File: config.mk
export PLATFORM = sky130hd
export DESIGN_NAME = pcnms_det_store
export DESIGN_NICKNAME = d
export VERILOG_FILES = /design/src/pcnms_pkg.sv /design/src/pcnms_det_store.sv
export SDC_FILE = /design/constraint.sdc
export NUM_CORES = 2
export LEC_CHECK = 0
export BUFFER_PORTS_ARGS = -buffer_cell sky130_fd_sc_hd__buf_2
export CORE_ASPECT_RATIO = 0.7
export CORE_MARGIN = 5
export CORE_UTILIZATION = 45
export DETAILED_ROUTE_END_ITERATION = 8
export HOLD_SLACK_MARGIN = 0.1
export PLACE_DENSITY = 0.6
export SLEW_MARGIN = 30
export SYNTH_ARGS = -nofsm -noshare
export SYNTH_HDL_FRONTEND = slang
export SYNTH_MEMORY_MAX_BITS = 65536
export SYNTH_SLANG_ARGS = --single-unit
File: constraint.sdc
create_clock -name clk_i -period 7.2 [get_ports clk_i]
set_input_delay 0.72 -clock clk_i [delete_from_list [all_inputs] [get_ports clk_i]]
set_output_delay 0.72 -clock clk_i [all_outputs]
set_load 0.02 [all_outputs]
File: src/pcnms_pkg.sv
// ----------------------------------------------------------------------------
// pcnms_pkg
// Shared constants for the per-class box suppression block.
// ----------------------------------------------------------------------------
package pcnms_pkg;

  localparam int unsigned MaxDetsDef    = 64;
  localparam int unsigned NumClassesDef = 8;
  localparam int unsigned CoordBitsDef  = 12;

  localparam int unsigned LabelW = 3;
  localparam int unsigned ScoreW = 16;
  localparam int unsigned ThrW   = 16;

  // IoU threshold after reset, Q0.16 (one half)
  localparam logic [ThrW-1:0] ThrReset = 16'd32768;

endpackage

File: src/pcnms_det_store.sv
// ----------------------------------------------------------------------------
// pcnms_det_store
// Detection memory: one write port, one read port with registered data.
// ----------------------------------------------------------------------------
module pcnms_det_store
  import pcnms_pkg::*;
#(
  parameter int unsigned Depth = MaxDetsDef,
  parameter int unsigned Width = 4 * CoordBitsDef + ScoreW + LabelW,
  localparam int unsigned AW   = $clog2(Depth)
) (
  input  logic             clk_i,
  input  logic             we_i,
  input  logic [AW-1:0]    waddr_i,
  input  logic [Width-1:0] wdata_i,
  input  logic [AW-1:0]    raddr_i,
  output logic [Width-1:0] rdata_o
);

  logic [Width-1:0] mem_q [Depth];

  // write port
  always_ff @(posedge clk_i) begin
    if (we_i) begin
      mem_q[waddr_i] <= wdata_i;
    end
  end

  // registered read
  always_ff @(posedge clk_i) begin
    rdata_o <= mem_q[raddr_i];
  end

endmodule

==> results.ini <==
[run_status]
outcome = finished clean

[critical_path]
rr_worst_depth = 4
cp_top_family = buffers and inverters
critPathCaptureType = register
worstSetupPathType = primary input to register
startpoint_type = primary input
rrSetupSlack_ns = 4.80
cp_max_fo = 68
rr_endpoint = rdata_o[33]
cpMostUsedCell = buf_4
slowest_delay_ns = 0.75
r2r-start = mem_q[32][33]
worst-path-buf-inv = 3
path_cells = buf_8 -> buf_4 -> buf_4 -> mux4_2 -> mux2i_1 -> nand2_1 -> a31oi_1 -> nor2_1
critical_path.slowest_cell = buf_4
required_ns = 8.00
worstPathArrival_ns = 4.00

[drt]
vias = 81067
initialDrtViolationCount = 12088
wl_um = 469000
ant_nets = 0
drt-vias-per-instance = 6.38
dr.pass1.iters = 6
drc = 0
post_drt_wl_per_cell_um = 36.9

[grt]
antenna_found_initial = 39
grt_pass1_vias = 79434
grt_pass1_wl_um = 651000
overflow = 0
grt_max_degree = 111
grtUsageTotal_pct = 24.7

[logic_synthesis]
synthArstFlopShare_pct = 0
syn-num-nets = 7183
synth_ff_type = edfxtp_1
synth_sequential_area_ratio_pct = 79.4
synth_top_area_share_pct = 78.5
synth_top_area_cell = edfxtp_1
synthTopCellsByArea = edfxtp_1 (79%), mux4_2 (15%), mux2i_1 (0.88%)
synth_edf_count = 4288
synth_warnings = 0
postSynthCellCount = 7102
ys_top_cells_by_count = edfxtp_1 (4,288), mux4_2 (1,072), nand2_1 (195)
synth_most_common_cell = edfxtp_1
syn_area_mm2 = 0.164
avgSynthCellArea_um2 = 23.1
ys_types = 34
ys_ff_latch = 4355

[cts]
cts-root-buf = clkbuf_16
post_cts_buffers = 0
cts_resized = 0
cts.reportedPaths.clkPinSlew_ns = 0.06
hold_buffers = 0
insertion_delay_ns = 0.92
tritoncts = built
cts_buffer_depth = 4
cts_buffers = 399
cts_sinks = 4355
htree_levels = 5

[power]
irDropWorstVdd_v = 0.000214
powerDensity_mw_per_mm2 = 280
power_leakage_nw = 57.2

[timing]
fin_crit_ns = 3.21
worstMarginPinSlew_ns = 1.08
finalSetupTns_ns = 0
layout_setup_ws_ns = 3.99
rsz0062_at_grt = false
slew_violations = 0
finalCritPeriodShare_pct = 44.6
final_hold_viol_count = 0
slew_headroom_pct = 27.8
skew_ns = 0.0422
setup_viol = 0
fmax_mhz = 312

[place]
io_buffers = 147
numPlacedInstances = 11948
place_congestion = 0.786
dp_hpwl_um = 251000
dpl_worst_slack_ns = 3.07

[floorplan]
die_area_mm2 = 0.377
initial_utilization_pct = 45.2
core-area_mm2 = 0.363
num_io_pins = 148
die_x_um = 731
row_count = 185
die_y_um = 515

[hold_path]
hold_depth = 1
worstHoldStart = wdata_i[51]
hold_class = primary input to register
min_to = mem_q[28][51]

[finish]
fin_util_pct = 51.1
syn_to_final_growth_pct = 13.1
final_cells = 12710
drive_above_1_share_pct = 27.5
nets = 7572

[job]
maxCapViolations = 0

## layout by cell type, fill, tap and decap left out, drive strengths merged, types with 116 or more instances in the layout
cell / n
a22oi: 134
buf: 393
clkinv: 158
clkbuf: 513
mux4: 1072
nor2: 116
nand2: 195
edfxtp: 4288
mux2i: 144
nand3: 187
## per-layer routing
layer / share of wire [%] / vias to the layer above / track usage (%)
li1: - / 31103 / -
met1: 41 / 44525 / 37.7
met2: 45 / 4790 / 36.2
met3: 11 / 637 / 5.53
met4: 2.7 / 12 / 6.19
met5: 0.017 / - / 0
## registers in the layout, indices dropped and copies added (netlist names)
signal	flops
mem_q	4288
rdata_o	67
## worst max-delay path by stage
| stage | depth (start not counted) | to | slack [ns] | startpoint |
|---|---|---|---|---|
| after global routing | 8 | rdata_o[48] | 3.91 | raddr_i[0] |
| after global placement | 8 | rdata_o[34] | 3.03 | raddr_i[2] |
| final | 8 | rdata_o[34] | 3.99 | raddr_i[2] |
| after floorplan | 4 | mem_q[48][0] | 0.83 | waddr_i[3] |
| after CTS | 8 | rdata_o[34] | 4.06 | raddr_i[2] |
| after detailed placement | 8 | rdata_o[34] | 3.07 | raddr_i[2] |
## kinds of logic after synthesis
logic type,share of synthesized area (%)
simple gates,2.10
buf+inv,1.21
mux,15.6
compound gates,1.71
flops,79.4
## per-stage QoR
stage	total power, mW	hold WS, ns	cell area [um2]
6_report	52.0	0.279	185000
5_1_grt	53.5	0.248	185000
4_1_cts	52.3	0.197	185000
3_5_place_dp	31.3	0.819	172000
3_3_place_gp	31.2	0.806	172000
2_1_floorplan	30.0	0.759	164000
## layout make-up
class | count | area, um2
flip-flops and latches | 4355 | 130000
fillers | 28246 | 178000
well taps | 4862 | 6080
clock inverters | 227 | 2210
inverters | 20 | 75.1
repair buffers | 393 | 3660
diodes | 18 | 45.0
multi-input cells | 2322 | 32400
clock buffers | 513 | 10800
## report_power, final
| part | switching, mW | total [mW] | internal (mW) | leakage, nW |
|---|---|---|---|---|
| clock | 9.36 | 21.3 | 11.9 | 6.32 |
| sequential | 0.121 | 28.2 | 28.1 | 39.1 |
| combinational | 1.63 | 2.50 | 0.865 | 11.7 |
| total | 11.1 | 52.0 | 40.9 | 57.2 |
(Power assumes the default switching activity.)
